==> src/hdl/gcdl_pkg.sv <==
package gcdl_pkg;

    localparam int STEP_W = 4;

    localparam logic [1:0] ST_OK        = 2'd0;
    localparam logic [1:0] ST_OVERFLOW  = 2'd1;
    localparam logic [1:0] ST_UNDEFINED = 2'd2;

    localparam logic FUNC_GCD = 1'b0;

    typedef logic [STEP_W-1:0] step_t;

    typedef enum logic [3:0] {
        OP_NOP,
        OP_LOAD,
        OP_DIV_UV,
        OP_SWAP,
        OP_DIV_BG,
        OP_MUL,
        OP_OUT_GCD,
        OP_OUT_LCM,
        OP_OUT_UNDEF
    } op_t;

    typedef enum logic [2:0] {
        C_NEXT,
        C_ALWAYS,
        C_NO_START,
        C_V_ZERO,
        C_U_ZERO,
        C_FUNC_GCD,
        C_DIV_BUSY,
        C_MUL_BUSY
    } cond_t;

    typedef struct packed {
        op_t   op;
        cond_t cond;
        step_t target;
    } ctrl_word_t;

    typedef struct packed {
        logic start;
        logic v_zero;
        logic u_zero;
        logic func_gcd;
        logic div_busy;
        logic mul_busy;
    } flags_t;

    localparam step_t STEP_IDLE      = 4'd0;
    localparam step_t STEP_TEST      = 4'd1;
    localparam step_t STEP_DIV_UV    = 4'd2;
    localparam step_t STEP_WAIT_UV   = 4'd3;
    localparam step_t STEP_SWAP      = 4'd4;
    localparam step_t STEP_SELECT    = 4'd5;
    localparam step_t STEP_CHK_ZERO  = 4'd6;
    localparam step_t STEP_DIV_BG    = 4'd7;
    localparam step_t STEP_WAIT_BG   = 4'd8;
    localparam step_t STEP_MUL       = 4'd9;
    localparam step_t STEP_WAIT_MUL  = 4'd10;
    localparam step_t STEP_OUT_LCM   = 4'd11;
    localparam step_t STEP_OUT_GCD   = 4'd12;
    localparam step_t STEP_OUT_UNDEF = 4'd13;

    // Microprogram: Euclid loop, then b / gcd and a * quotient for LCM.
    function automatic ctrl_word_t control_rom(input step_t step);
        ctrl_word_t w;
        begin
            w = '{op: OP_NOP, cond: C_ALWAYS, target: STEP_IDLE};
            unique case (step)
                STEP_IDLE:      w = '{op: OP_LOAD,      cond: C_NO_START, target: STEP_IDLE};
                STEP_TEST:      w = '{op: OP_NOP,       cond: C_V_ZERO,   target: STEP_SELECT};
                STEP_DIV_UV:    w = '{op: OP_DIV_UV,    cond: C_NEXT,     target: STEP_IDLE};
                STEP_WAIT_UV:   w = '{op: OP_NOP,       cond: C_DIV_BUSY, target: STEP_WAIT_UV};
                STEP_SWAP:      w = '{op: OP_SWAP,      cond: C_ALWAYS,   target: STEP_TEST};
                STEP_SELECT:    w = '{op: OP_NOP,       cond: C_FUNC_GCD, target: STEP_OUT_GCD};
                STEP_CHK_ZERO:  w = '{op: OP_NOP,       cond: C_U_ZERO,   target: STEP_OUT_UNDEF};
                STEP_DIV_BG:    w = '{op: OP_DIV_BG,    cond: C_NEXT,     target: STEP_IDLE};
                STEP_WAIT_BG:   w = '{op: OP_NOP,       cond: C_DIV_BUSY, target: STEP_WAIT_BG};
                STEP_MUL:       w = '{op: OP_MUL,       cond: C_NEXT,     target: STEP_IDLE};
                STEP_WAIT_MUL:  w = '{op: OP_NOP,       cond: C_MUL_BUSY, target: STEP_WAIT_MUL};
                STEP_OUT_LCM:   w = '{op: OP_OUT_LCM,   cond: C_ALWAYS,   target: STEP_IDLE};
                STEP_OUT_GCD:   w = '{op: OP_OUT_GCD,   cond: C_ALWAYS,   target: STEP_IDLE};
                STEP_OUT_UNDEF: w = '{op: OP_OUT_UNDEF, cond: C_ALWAYS,   target: STEP_IDLE};
                default:        w = '{op: OP_NOP,       cond: C_ALWAYS,   target: STEP_IDLE};
            endcase
            return w;
        end
    endfunction

endpackage

==> src/hdl/gcdl_sequencer.sv <==
module gcdl_sequencer
    import gcdl_pkg::*;
(
    input  logic   clk,
    input  logic   rst_n,
    input  flags_t flags,
    output op_t    op,
    output logic   busy
);

    step_t      step_reg;
    step_t      step_next;
    ctrl_word_t word;
    logic       taken;

    assign word = control_rom(step_reg);
    assign op   = word.op;
    assign busy = (step_reg != STEP_IDLE);

    always_comb
    begin
        unique case (word.cond)
            C_NEXT:     taken = 1'b0;
            C_ALWAYS:   taken = 1'b1;
            C_NO_START: taken = !flags.start;
            C_V_ZERO:   taken = flags.v_zero;
            C_U_ZERO:   taken = flags.u_zero;
            C_FUNC_GCD: taken = flags.func_gcd;
            C_DIV_BUSY: taken = flags.div_busy;
            C_MUL_BUSY: taken = flags.mul_busy;
            default:    taken = 1'b0;
        endcase
        step_next = taken ? word.target : step_reg + step_t'(1);
    end

    always_ff @(posedge clk or negedge rst_n)
    begin
        if (!rst_n)
            step_reg <= STEP_IDLE;
        else
            step_reg <= step_next;
    end

endmodule

==> src/hdl/gcdl_divider.sv <==
// Restoring divider, one quotient bit per cycle.
module gcdl_divider #(
    parameter int WIDTH = 32
) (
    input  logic             clk,
    input  logic             rst_n,
    input  logic             start,
    input  logic [WIDTH-1:0] dividend,
    input  logic [WIDTH-1:0] divisor,
    output logic             busy,
    output logic [WIDTH-1:0] quotient,
    output logic [WIDTH-1:0] remainder
);

    localparam int CNT_W = $clog2(WIDTH + 1);

    logic [CNT_W-1:0] count_reg;
    logic             busy_reg;
    logic [WIDTH-1:0] rem_reg;
    logic [WIDTH-1:0] quo_reg;
    logic [WIDTH-1:0] dsr_reg;
    logic [WIDTH:0]   shifted;
    logic [WIDTH:0]   diff;

    assign shifted   = {rem_reg, quo_reg[WIDTH-1]};
    assign diff      = shifted - {1'b0, dsr_reg};
    assign busy      = busy_reg;
    assign quotient  = quo_reg;
    assign remainder = rem_reg;

    always_ff @(posedge clk or negedge rst_n)
    begin
        if (!rst_n)
        begin
            busy_reg  <= 1'b0;
            count_reg <= '0;
        end
        else if (start)
        begin
            busy_reg  <= 1'b1;
            count_reg <= CNT_W'(WIDTH);
        end
        else if (busy_reg)
        begin
            count_reg <= count_reg - CNT_W'(1);
            if (count_reg == CNT_W'(1))
                busy_reg <= 1'b0;
        end
    end

    always_ff @(posedge clk)
    begin
        if (start)
        begin
            rem_reg <= '0;
            quo_reg <= dividend;
            dsr_reg <= divisor;
        end
        else if (busy_reg)
        begin
            // diff is negative when the trial subtract does not fit
            if (!diff[WIDTH])
            begin
                rem_reg <= diff[WIDTH-1:0];
                quo_reg <= {quo_reg[WIDTH-2:0], 1'b1};
            end
            else
            begin
                rem_reg <= shifted[WIDTH-1:0];
                quo_reg <= {quo_reg[WIDTH-2:0], 1'b0};
            end
        end
    end

endmodule

==> src/hdl/gcdl_multiplier.sv <==
// Shift-add multiplier, one multiplier bit per cycle.
module gcdl_multiplier #(
    parameter int WIDTH = 32
) (
    input  logic             clk,
    input  logic             rst_n,
    input  logic             start,
    input  logic [WIDTH-1:0] multiplicand,
    input  logic [WIDTH-1:0] multiplier,
    output logic             busy,
    output logic [WIDTH-1:0] product,
    output logic             overflow
);

    localparam int CNT_W = $clog2(WIDTH + 1);

    logic [CNT_W-1:0] count_reg;
    logic             busy_reg;
    logic [WIDTH-1:0] mcand_reg;
    logic [WIDTH-1:0] hi_reg;
    logic [WIDTH-1:0] lo_reg;
    logic [WIDTH:0]   sum;

    assign sum      = {1'b0, hi_reg} + (lo_reg[0] ? {1'b0, mcand_reg} : '0);
    assign busy     = busy_reg;
    assign product  = lo_reg;
    assign overflow = (hi_reg != '0);

    always_ff @(posedge clk or negedge rst_n)
    begin
        if (!rst_n)
        begin
            busy_reg  <= 1'b0;
            count_reg <= '0;
        end
        else if (start)
        begin
            busy_reg  <= 1'b1;
            count_reg <= CNT_W'(WIDTH);
        end
        else if (busy_reg)
        begin
            count_reg <= count_reg - CNT_W'(1);
            if (count_reg == CNT_W'(1))
                busy_reg <= 1'b0;
        end
    end

    always_ff @(posedge clk)
    begin
        if (start)
        begin
            mcand_reg <= multiplicand;
            hi_reg    <= '0;
            lo_reg    <= multiplier;
        end
        else if (busy_reg)
        begin
            hi_reg <= sum[WIDTH:1];
            lo_reg <= {sum[0], lo_reg[WIDTH-1:1]};
        end
    end

endmodule

==> src/hdl/integer_gcd_lcm_unit.sv <==
// GCD / LCM of two signed integers, one request at a time.
// Request: func, first_operand, second_operand are taken at a clock edge
// with start high and busy low. busy stays high until the result is out.
// Result: result_value and status are valid for exactly one cycle while
// done is high; the receiver cannot stall, so nothing is held back.
// Operands are cut or sign-extended to WIDTH bits and their magnitudes used.
// The Euclid loop runs one bit-serial divide per iteration (data dependent,
// about 1.44*WIDTH iterations worst case); an LCM then adds the b/gcd
// divide and the multiply, unless both operands are zero. The next request
// is taken in the cycle done is high.
// Control runs from a microprogram table with a step counter.
// Reset: asynchronous, active low; returns to idle with done low.
module integer_gcd_lcm_unit
    import gcdl_pkg::*;
#(
    parameter int WIDTH = 32
) (
    input  logic        clk,
    input  logic        rst_n,
    input  logic        start,
    output logic        busy,
    input  logic        func,
    input  logic [31:0] first_operand,
    input  logic [31:0] second_operand,
    output logic        done,
    output logic [31:0] result_value,
    output logic [1:0]  status
);

    op_t              op;
    flags_t           flags;
    logic [WIDTH-1:0] first_w;
    logic [WIDTH-1:0] second_w;
    logic [WIDTH-1:0] first_mag;
    logic [WIDTH-1:0] second_mag;
    logic [WIDTH-1:0] u_reg;
    logic [WIDTH-1:0] v_reg;
    logic [WIDTH-1:0] a_reg;
    logic [WIDTH-1:0] b_reg;
    logic             func_reg;
    logic             div_start;
    logic             div_busy;
    logic [WIDTH-1:0] div_dividend;
    logic [WIDTH-1:0] div_divisor;
    logic [WIDTH-1:0] div_quotient;
    logic [WIDTH-1:0] div_remainder;
    logic             mul_start;
    logic             mul_busy;
    logic [WIDTH-1:0] mul_product;
    logic             mul_overflow;
    logic [31:0]      u_fit;
    logic [31:0]      prod_fit;
    logic [31:0]      max_fit;
    logic             done_reg;
    logic [31:0]      result_value_reg;
    logic [1:0]       status_reg;

    generate
        if (WIDTH >= 32)
        begin : g_wide
            assign first_w  = {{(WIDTH-32){first_operand[31]}}, first_operand};
            assign second_w = {{(WIDTH-32){second_operand[31]}}, second_operand};
            assign u_fit    = u_reg[31:0];
            assign prod_fit = mul_product[31:0];
            assign max_fit  = '1;
        end
        else
        begin : g_narrow
            assign first_w  = first_operand[WIDTH-1:0];
            assign second_w = second_operand[WIDTH-1:0];
            assign u_fit    = {{(32-WIDTH){1'b0}}, u_reg};
            assign prod_fit = {{(32-WIDTH){1'b0}}, mul_product};
            assign max_fit  = {{(32-WIDTH){1'b0}}, {WIDTH{1'b1}}};
        end
    endgenerate

    assign first_mag  = first_w[WIDTH-1] ? (~first_w + WIDTH'(1)) : first_w;
    assign second_mag = second_w[WIDTH-1] ? (~second_w + WIDTH'(1)) : second_w;

    assign flags = '{start:    start,
                     v_zero:   (v_reg == '0),
                     u_zero:   (u_reg == '0),
                     func_gcd: (func_reg == FUNC_GCD),
                     div_busy: div_busy,
                     mul_busy: mul_busy};

    gcdl_sequencer u_seq (
        .clk   (clk),
        .rst_n (rst_n),
        .flags (flags),
        .op    (op),
        .busy  (busy)
    );

    // LCM step divides b by the gcd left in u
    assign div_start    = (op == OP_DIV_UV) || (op == OP_DIV_BG);
    assign div_dividend = (op == OP_DIV_BG) ? b_reg : u_reg;
    assign div_divisor  = (op == OP_DIV_BG) ? u_reg : v_reg;

    gcdl_divider #(.WIDTH(WIDTH)) u_div (
        .clk       (clk),
        .rst_n     (rst_n),
        .start     (div_start),
        .dividend  (div_dividend),
        .divisor   (div_divisor),
        .busy      (div_busy),
        .quotient  (div_quotient),
        .remainder (div_remainder)
    );

    assign mul_start = (op == OP_MUL);

    gcdl_multiplier #(.WIDTH(WIDTH)) u_mul (
        .clk          (clk),
        .rst_n        (rst_n),
        .start        (mul_start),
        .multiplicand (a_reg),
        .multiplier   (div_quotient),
        .busy         (mul_busy),
        .product      (mul_product),
        .overflow     (mul_overflow)
    );

    always_ff @(posedge clk)
    begin
        case (op)
            OP_LOAD:
            begin
                a_reg    <= first_mag;
                b_reg    <= second_mag;
                u_reg    <= first_mag;
                v_reg    <= second_mag;
                func_reg <= func;
            end
            OP_SWAP:
            begin
                u_reg <= v_reg;
                v_reg <= div_remainder;
            end
            default:
            begin
            end
        endcase
    end

    always_ff @(posedge clk or negedge rst_n)
    begin
        if (!rst_n)
            done_reg <= 1'b0;
        else
            done_reg <= (op == OP_OUT_GCD) || (op == OP_OUT_LCM) || (op == OP_OUT_UNDEF);
    end

    always_ff @(posedge clk)
    begin
        case (op)
            OP_OUT_GCD:
            begin
                result_value_reg <= u_fit;
                status_reg       <= ST_OK;
            end
            OP_OUT_LCM:
            begin
                result_value_reg <= mul_overflow ? max_fit : prod_fit;
                status_reg       <= mul_overflow ? ST_OVERFLOW : ST_OK;
            end
            OP_OUT_UNDEF:
            begin
                result_value_reg <= '0;
                status_reg       <= ST_UNDEFINED;
            end
            default:
            begin
            end
        endcase
    end

    assign done         = done_reg;
    assign result_value = result_value_reg;
    assign status       = status_reg;

endmodule

==> config.mk <==
export PLATFORM = sky130hd
export DESIGN_NAME = integer_gcd_lcm_unit
export DESIGN_NICKNAME = d
export VERILOG_FILES = /design/src/hdl/gcdl_pkg.sv /design/src/hdl/gcdl_sequencer.sv /design/src/hdl/gcdl_divider.sv /design/src/hdl/gcdl_multiplier.sv /design/src/hdl/integer_gcd_lcm_unit.sv
export SDC_FILE = /design/constraint.sdc
export NUM_CORES = 1
export LEC_CHECK = 0
export BUFFER_PORTS_ARGS = -buffer_cell sky130_fd_sc_hd__buf_4
export CORE_ASPECT_RATIO = 0.9
export CORE_UTILIZATION = 55
export CTS_BUF_LIST = sky130_fd_sc_hd__clkbuf_16
export CTS_CLUSTER_DIAMETER = 50
export CTS_CLUSTER_SIZE = 20
export DETAILED_ROUTE_END_ITERATION = 10
export GPL_ROUTABILITY_DRIVEN = 0
export GPL_TIMING_DRIVEN = 0
export PLACE_DENSITY_LB_ADDON = 0.3
export SYNTH_ARGS = -nofsm -noshare
export SYNTH_HDL_FRONTEND = slang
export SYNTH_SLANG_ARGS = --single-unit
==> constraint.sdc <==
create_clock -name clk -period 7 [get_ports clk]
set_input_delay 0.35 -clock clk [delete_from_list [all_inputs] [get_ports clk]]
set_output_delay 0.35 -clock clk [all_outputs]
set_load 0.02 [all_outputs]
==> impl_results.md, run 1 <==
- Main combinational cell family by area after synthesis: simple AND/OR/NAND/NOR gates
- Ys async rst share: 0.05080
- Fill count: 2840
- CP arrival: 5470 ps
- Drt first pass iters: 6
- H-tree depth: 1
- Yosys reg bits: 374
- Synth Area in XOR/XNOR: 0.05021
- Top cell type's share of synthesized area: 0.4356
- Comb power frac: 0.481
- Vias/cell: 6.089
- Vias in the first global route: 14560
- Diode count: 0
- Max_cap viols: 0
- Final Core Density: 0.6366
- Worst-path fanout max: 10
- CTS root buffer: clkbuf_16
- Yosys top cell by area: edfxtp_1
- Total CTS buffers: 31
- Clk_lat worst skew: 600 ps
- Pin count of the biggest net entering global routing: 66
- DIE HEIGHT: 183.2 um
- Final Critical Period: 4954 ps
- Sw frac: 0.4224
- Mapped cell area: 0.02006 mm2
- Worst reg2reg path endpoint: u_div.remainder[7]
- Clock Path Buffers: 3
- Full die area: 0.03724 mm2
- First-pass GRT wire length: 80.80 mm
- Origin of the critical flop-to-flop path: u_div.quotient[31]
- Leak: 8.813 nW
- Max frequency: 201.9 MHz
- Slew HR: 0.3467
- Ratio of cells with drive above 1 in the final layout: 0.1377
- Row count: 65
- Drt initial violations: 1498
- WHS Path Cells: 1
- Top cells by area, synth: edfxtp_1 (44%), dfxtp_1 (6.4%), mux2_2 (5.4%)
- RSZ-0062 raised after global routing: false
- Post_cts resized: 0
- Period utilization: 0.7077
- Compound-Gate Fraction of Synth Area: 0.1206
- Class of the worst hold path: input pin to flip-flop
- Global-route usage over all layers: 0.2806
- Final Hold Slack: 12.28 ps
- Post-synthesis simple-gate area fraction: 0.1453
- DRC viols: 0
- Outcome: completed
- CORE AREA: 0.03546 mm2
- CTS clk-pin slew, worst paths: 80 ps
- DRT Wirelength: 52.52 mm
- Register share of total power: 0.370
- Crit Path Class: flip-flop to flip-flop
- Global route overflow: 0
- Hold worst-path end: b_reg[0]
- Maximum VDD drop: 0.3769 mV
- EDFF count, synth: 291
- Post-Synth Adder-Cell Area: 0.04940
- Dominant synthesized flop cell: edfxtp_1
- Initial Util: 0.5658
- Syn nets: 2049
- Internal: 6.881 mW
- Worst R2R Path Depth: 15
- Critical path endpoint category: flip-flop
- CTS sink cnt: 374
- Library cells used by synthesis: 68
- Final hold viol count: 0
- Post-synthesis sequential area ratio: 0.5231
- Synth Warn #: 0
- Cell count after synthesis: 1903
- PD cells: 527.8 mW/mm2
- Commonest cells after routing, fill and taps aside: edfxtp_1 (291), nand2_1 (274), nor2_1 (154), o21ai_0 (121), a21oi_1 (109)
- Setup crit start kind: flip-flop
- DP Wirelength: 39.61 mm
- Commonest non-fill, non-tap cell in the layout: edfxtp_1
- Fin nets: 2191
- Switch Pwr: 5.033 mW
- I/O Buffers: 103
- Clk_skew: 21.91 ps
- Clock network power share: 0.150
- Setup violators final: 0
- Worst slew pin tran: 976.3 ps
- Mux cell area share after synthesis: 0.08264
- Initial antenna violation count: 1
- Area Growth Syn to Fin: 12.52%
- Die Wd: 203.3 um
- Vias: 15460
- Critical hold path startpoint: second_operand[0]
- Routed WL per cell: 20.69 um
- Setup slack, reg-to-reg: 2050 ps
- Required time of the critical path: 7510 ps
- DRT antenna net count: 0
- Final slew viol count: 0
- IO Pins: 104
- Syn Area/Cell: 10.54 um2
- CTS tree: done
## final cells by class
| class | count | area, um2 | share of cell area |
|---|---|---|---|
| sequential | 374 | 10500 | 0.4649 |
| multi-input combinational | 1375 | 9001 | 0.3987 |
| timing repair buffer | 109 | 878.3 | 0.03891 |
| clock buffer | 32 | 800.8 | 0.03547 |
| tap | 469 | 586.8 | 0.02599 |
| buffer | 83 | 312.8 | 0.01386 |
| inverter | 71 | 266.5 | 0.01181 |
| clock inverter | 25 | 232.7 | 0.01031 |
## timing repair
item	CTS	global route
hold endpoints to repair	21	0
hold buffers	3	0
setup buffers	0	0
## logic make-up after synthesis
family          after synthesis
mux                         153
compound gates              396
fa+ha+maj                    78
xor+xnor                    115
buf+inv                     154
simple gates                633
flops                       374
## per-stage QoR
step	instances	instance area [um2]	total power, mW	TNS (ps)	setup WS [ps]
after floorplan	1903	20060	8.367	0	832.5
after detailed placement	2477	21480	9.993	0	2324
after global routing	2538	22570	12.67	0	1782
final	2538	22570	11.91	0	2046
after CTS	2537	22540	11.80	0	2227
after global placement	2475	21420	9.783	-148580	-1620
## power groups by stage
stage | clock [mW] | combinational [mW] | sequential, mW
final | 1.78 | 5.72 | 4.41
after global routing | 1.87 | 6.31 | 4.48
after CTS | 1.79 | 5.61 | 4.40
after detailed placement | 0 | 5.56 | 4.43
after global placement | 0 | 5.32 | 4.46
after floorplan | 0 | 4.11 | 4.25
## worst max-delay path, stage by stage (launching register included)
cell	delay, ps
edfxtp_1	380
inv_1	100
ha_1	250
fa_1	400
nand2b_1	220
a21oi_1	250
o21ai_1	220
a211oi_1	400
o2111ai_1	270
a21oi_1	300
o22ai_1	200
xnor2_1	340
clkbuf_1	550
clkbuf_1	590
nand3_1	170
a31oi_1	220
## worst max path at each step
stage	startpoint	endpoint	slack, ps	cells after the start
finish	u_div.quotient[31]	u_div.remainder[7]	2050	15
CTS	u_div.quotient[31]	u_div.remainder[7]	2230	15
floorplan	u_seq.step_reg[0]	a_reg[0]	830	5
global placement	u_seq.step_reg[0]	b_reg[6]	-1620	5
detailed placement	u_div.quotient[31]	u_div.remainder[18]	2320	15
global route	u_div.quotient[31]	u_div.remainder[7]	1780	15
## synth_stat cells (all sizes together), types with 19 or more instances
cell	number
edfxtp	291
a21oi	109
a31oi	41
dfrtp	19
o31ai	19
xnor2	91
nand2b	24
nand3	25
mux2i	55
nor2	154
ha	76
o21ai	127
a21o	28
mux2	98
and2	35
nor4	31
dfxtp	64
nand2	274
xor2	24
nor3	19
inv	70
clkbuf	75
## metal layers
layer / GRT usage / vias up / wire length [um] / part of all wire
li1: - / 7182 / - / -
met2: 0.4482 / 712 / 24210 / 0.46
met4: 0.07669 / 0 / 1391 / 0.026
met3: 0.03945 / 86 / 4106 / 0.078
met1: 0.4007 / 7475 / 22810 / 0.43
met5: 0 / - / 0 / 0
Note: power is estimated with default switching activity, not from simulation.
==> run 2: changes to the inputs <==
==> constraint.sdc (replaced) <==
create_clock -name clk -period 4.27 [get_ports clk]
set_input_delay 0.2135 -clock clk [delete_from_list [all_inputs] [get_ports clk]]
set_output_delay 0.2135 -clock clk [all_outputs]
set_load 0.02 [all_outputs]
==> impl_results.md, run 2 (same netlist as run 1, synthesis figures left out) <==
- Outcome: completed
- Global route overflow: 0
- Critical hold path startpoint: second_operand[4]
- Die Wd: 203.3 um
- CTS tree: done
- Max frequency: 249.6 MHz
- Vias/cell: 6.110
- IO Pins: 104
- Required time of the critical path: 4720 ps
- Maximum VDD drop: 0.3815 mV
- CP cell instances: inv_1 -> ha_1 -> fa_1 -> nand2b_1 -> a21oi_1 -> o21ai_1 -> a211oi_2 -> o2111ai_2 -> a21oi_2 -> o22ai_2 -> xnor2_2 -> clkbuf_4 -> buf_2 -> nand2_1 -> a31oi_1
- Slowest stage cell, crit path: fa_1
- CTS root buffer: clkbuf_16
- Global-route usage over all layers: 0.2880
- Total negative slack: 0 ps
- Final cell count without fillers: 2546
- Initial antenna violation count: 1
- Drt first pass iters: 6
- PD cells: 875.5 mW/mm2
- Pin count of the biggest net entering global routing: 66
- Vias: 15560
- Routed WL per cell: 21.01 um
- Clk_lat worst skew: 540 ps
- Hold worst-path end: b_reg[4]
- Worst slew pin tran: 977.3 ps
- Commonest non-fill, non-tap cell in the layout: edfxtp_1
- Commonest cells after routing, fill and taps aside: edfxtp_1 (291), nand2_1 (274), nor2_1 (154), o21ai_0 (121), a21oi_1 (108)
- Final hold viol count: 0
- Setup violators final: 0
- Setup repair bufs after CTS: 0
- Worst-path fanout max: 10
- Clk_skew: 19.00 ps
- I/O Buffers: 103
- Fin nets: 2197
- Setup crit start kind: flip-flop
- Total CTS buffers: 35
- Final slew viol count: 0
- Final Critical Period: 4007 ps
- Clock Path Buffers: 3
- Vias in the first global route: 14860
- CTS sink cnt: 374
- Area Growth Syn to Fin: 13.82%
- Leak: 8.939 nW
- CTS clk-pin slew, worst paths: 80 ps
- Class of the worst hold path: input pin to flip-flop
- Ratio of cells with drive above 1 in the final layout: 0.1459
- CORE AREA: 0.03546 mm2
- Family with the most delay on the worst path: compound AO/OA/AOI/OAI gates
- Worst R2R Path Depth: 15
- DIE HEIGHT: 183.2 um
- Diode count: 0
- CP arrival: 4460 ps
- CP Buf/Inv Count: 3
- Row count: 65
- First-pass GRT wire length: 82.63 mm
- DRT antenna net count: 0
- DP Wirelength: 39.81 mm
- Fill count: 2759
- Full die area: 0.03724 mm2
- Max_cap viols: 0
- Placed insts: 2477
- Initial Util: 0.5658
- H-tree depth: 2
- Period utilization: 0.9383
- Drt initial violations: 1697
- Origin of the critical flop-to-flop path: u_div.quotient[31]
- WHS Path Cells: 2
- Critical path endpoint category: flip-flop
- DRC viols: 0
- CP peak stage delay: 410 ps
- Worst reg2reg path endpoint: u_div.remainder[31]
- DRT Wirelength: 53.49 mm
- Slew HR: 0.3485
- Crit Path Class: flip-flop to flip-flop
- Setup slack, reg-to-reg: 260 ps
[run 2: area by class of cell]
type	instances	area [um2]	share of cell area
well taps	469	586.8	0.02570
flip-flops and latches	374	10500	0.4596
clock inverters	25	279.0	0.01222
inverters	71	269.0	0.01178
clock buffers	38	950.9	0.04164
multi-input cells	1375	9037	0.3958
plain buffers	83	325.3	0.01425
repair buffers	111	890.9	0.03901
[run 2: worst max-delay path by stage]
| stage | startpoint | slack [ps] | cells past startpoint | endpoint |
|---|---|---|---|---|
| 2_1_floorplan | u_seq.step_reg[0] | 90 | 5 | a_reg[0] |
| 3_3_place_gp | u_seq.step_reg[0] | -1330 | 5 | b_reg[7] |
| 3_5_place_dp | u_div.quotient[31] | -360 | 15 | u_div.remainder[18] |
| 4_1_cts | u_div.quotient[31] | 2 | 14 | u_div.remainder[29] |
| 5_1_grt | u_div.quotient[31] | -60 | 15 | u_div.remainder[22] |
| 6_report | u_div.quotient[31] | 260 | 15 | u_div.remainder[31] |
[run 2: stage by stage]
| step | instance area [um2] | hold slack [ps] | setup WS [ps] | utilization | power [mW] |
|---|---|---|---|---|---|
| after floorplan | 20070 | -82.09 | 86.07 | - | 13.70 |
| after global placement | 21430 | 108.5 | -1327 | 0.6043 | 16.00 |
| after detailed placement | 21470 | 109.5 | -356.6 | 0.6056 | 16.38 |
| after CTS | 22770 | 6.585 | 2.077 | 0.6421 | 19.76 |
| after global routing | 22830 | 32.38 | -55.11 | 0.6440 | 21.25 |
| final | 22830 | 21.11 | 263.4 | 0.6440 | 19.99 |
[run 2: report_power, final]
part	switching, mW	internal [mW]
Combinational	5.78	3.71
Clock	1.53	1.76
Sequential	1.06	6.16
Total	8.36	11.6
[run 2: layer usage]
| metal | track usage | vias up | part of all wire |
|---|---|---|---|
| met5 | 0 | - | 0.00024 |
| met4 | 0.08331 | 2 | 0.028 |
| met3 | 0.04726 | 121 | 0.080 |
| met2 | 0.4655 | 693 | 0.46 |
| met1 | 0.4002 | 7539 | 0.43 |
| li1 | - | 7200 | - |
[run 2: what timing repair did]
action                                  CTS  global route
hold buffers                              5             0
resized for setup                         6            15
endpoints found under the setup margin   61            33
endpoints found under the hold margin    23             0
==> run 3: changes to the inputs <==
--- a/config.mk
+++ b/config.mk
@@ -6,7 +6,7 @@
 export NUM_CORES = 1
 export LEC_CHECK = 0
 export BUFFER_PORTS_ARGS = -buffer_cell sky130_fd_sc_hd__buf_4
-export CORE_ASPECT_RATIO = 0.9
+export CORE_ASPECT_RATIO = 1.75
 export CORE_UTILIZATION = 55
 export CTS_BUF_LIST = sky130_fd_sc_hd__clkbuf_16
 export CTS_CLUSTER_DIAMETER = 50
==> impl_results.md, run 3 (same netlist as run 1, synthesis figures left out) <==
- Outcome: completed
- CTS clk-pin slew, worst paths: 90 ps
- Setup crit start kind: flip-flop
- Diode count: 0
- Final Critical Period: 4085 ps
- Setup slack, reg-to-reg: 190 ps
- Worst R2R Path Depth: 12
- Ratio of cells with drive above 1 in the final layout: 0.1365
- Maximum VDD drop: 0.4766 mV
- CP arrival: 4500 ps
- CORE AREA: 0.03603 mm2
- Worst-path fanout max: 6
- Total CTS buffers: 27
- Global-route usage over all layers: 0.2873
- Max frequency: 244.8 MHz
- Clk_lat worst skew: 580 ps
- End point of the critical path: u_mul.hi_reg[31]
- Clk_skew: 34.47 ps
- CTS tree: done
- Drt first pass iters: 6
- DP Wirelength: 40.92 mm
- Worst reg2reg path endpoint: u_mul.hi_reg[31]
- Total negative slack: 0 ps
- Final cell count without fillers: 2544
- Leak: 8.848 nW
- Crit Path Class: flip-flop to flip-flop
- Commonest cells after routing, fill and taps aside: edfxtp_1 (291), nand2_1 (274), nor2_1 (154), o21ai_0 (121), a21oi_1 (108)
- Routed WL per cell: 20.87 um
- Die Wd: 146.4 um
- CTS root buffer: clkbuf_16
- Row count: 92
- Vias in the first global route: 15420
- DRT antenna net count: 0
- Multi-input gate area: 0.009031 mm2
- Initial antenna violation count: 0
- PD cells: 854.5 mW/mm2
- RSZ-0062 raised after global routing: false
- Pin count of the biggest net entering global routing: 66
- Max_cap viols: 0
- Storage cell area: 0.01050 mm2
- Clock Path Buffers: 3
- Setup violators final: 0
- Full die area: 0.03727 mm2
- Final slew viol count: 0
- Worst slew pin tran: 1023 ps
- H-tree depth: 1
- DRT Wirelength: 53.09 mm
- Critical path endpoint category: flip-flop
- Slew HR: 0.3116
- DIE HEIGHT: 254.7 um
- CTS sink cnt: 374
- First-pass GRT wire length: 82.60 mm
- Commonest non-fill, non-tap cell in the layout: edfxtp_1
- Required time of the critical path: 4680 ps
- Area Growth Syn to Fin: 12.71%
- Vias/cell: 5.941
- Global route overflow: 0
- Final hold viol count: 0
- Class of the worst hold path: input pin to flip-flop
- Fill count: 2860
- Initial Util: 0.5568
- Placed insts: 2478
- Drt initial violations: 1142
- IO Pins: 104
- I/O Buffers: 103
- Vias: 15110
- Origin of the critical flop-to-flop path: u_mul.product[0]
- CP startpoint: u_mul.product[0]
- Fin nets: 2200
- Period utilization: 0.9566
- DRC viols: 0
[run 3: per-layer routing]
layer | wire length, um | share of wire | GRT usage | vias to the layer above
li1 | - | - | - | 7187
met1 | 19470 | 0.37 | 0.3102 | 7312
met2 | 28430 | 0.54 | 0.5435 | 467
met3 | 1863 | 0.035 | 0.02039 | 148
met4 | 3323 | 0.063 | 0.1786 | 0
met5 | 0 | 0 | 0 | -
[run 3: cell type report]
cell class | instances | share of cell area
sequential | 374 | 0.4641
multi-input combinational | 1375 | 0.3994
timing repair buffer | 122 | 0.04482
clock buffer | 28 | 0.03099
tap | 470 | 0.02601
buffer | 83 | 0.01444
inverter | 71 | 0.01190
clock inverter | 21 | 0.008300
[run 3: worst min path at each step]
stage,to,slack [ps],cells past startpoint,start
floorplan,done,-80,0,rst_n
global placement,u_mul.count_reg[1],110,1,rst_n
detailed placement,u_mul.count_reg[2],110,1,rst_n
CTS,b_reg[8],2,2,second_operand[8]
global route,a_reg[7],6,2,first_operand[7]
finish,b_reg[4],10,2,second_operand[4]
[run 3: power by group]
part	internal (mW)	switching, mW
combinational	3.74	5.74
clock	1.30	1.37
sequential	6.16	1.02
total	11.2	8.13
[run 3: per-stage QoR]
step	util	total power, mW	hold WS (ps)	area [um2]	worst slack [ps]
global route	0.6276	20.57	5.625	22610	40.66
finish	0.6276	19.32	11.73	22610	185.1
floorplan	-	13.70	-82.09	20070	86.07
detailed placement	0.5965	16.44	109.6	21490	-697.9
global placement	0.5948	16.07	108.0	21430	-1192
CTS	0.6262	19.18	1.552	22560	75.70
[run 3: worst max-delay path, stage by stage (launching register included)]
cell      delay [ps]
edfxtp_1         500
and2_1           190
ha_1             200
fa_1             410
a21o_1           200
a21oi_1          290
o31ai_1          190
o41ai_2          660
a211oi_1         250
a31oi_1          420
a21bo_2          240
nor4bb_1         280
nor3_1            80
[run 3: what timing repair did]
item / CTS / global route
endpoints found under the setup margin: 65 / 65
hold buffers: 15 / 0
pin swaps: 0 / 1
resized for setup: 11 / 7
endpoints found under the hold margin: 35 / 0
setup buffers: 0 / 1
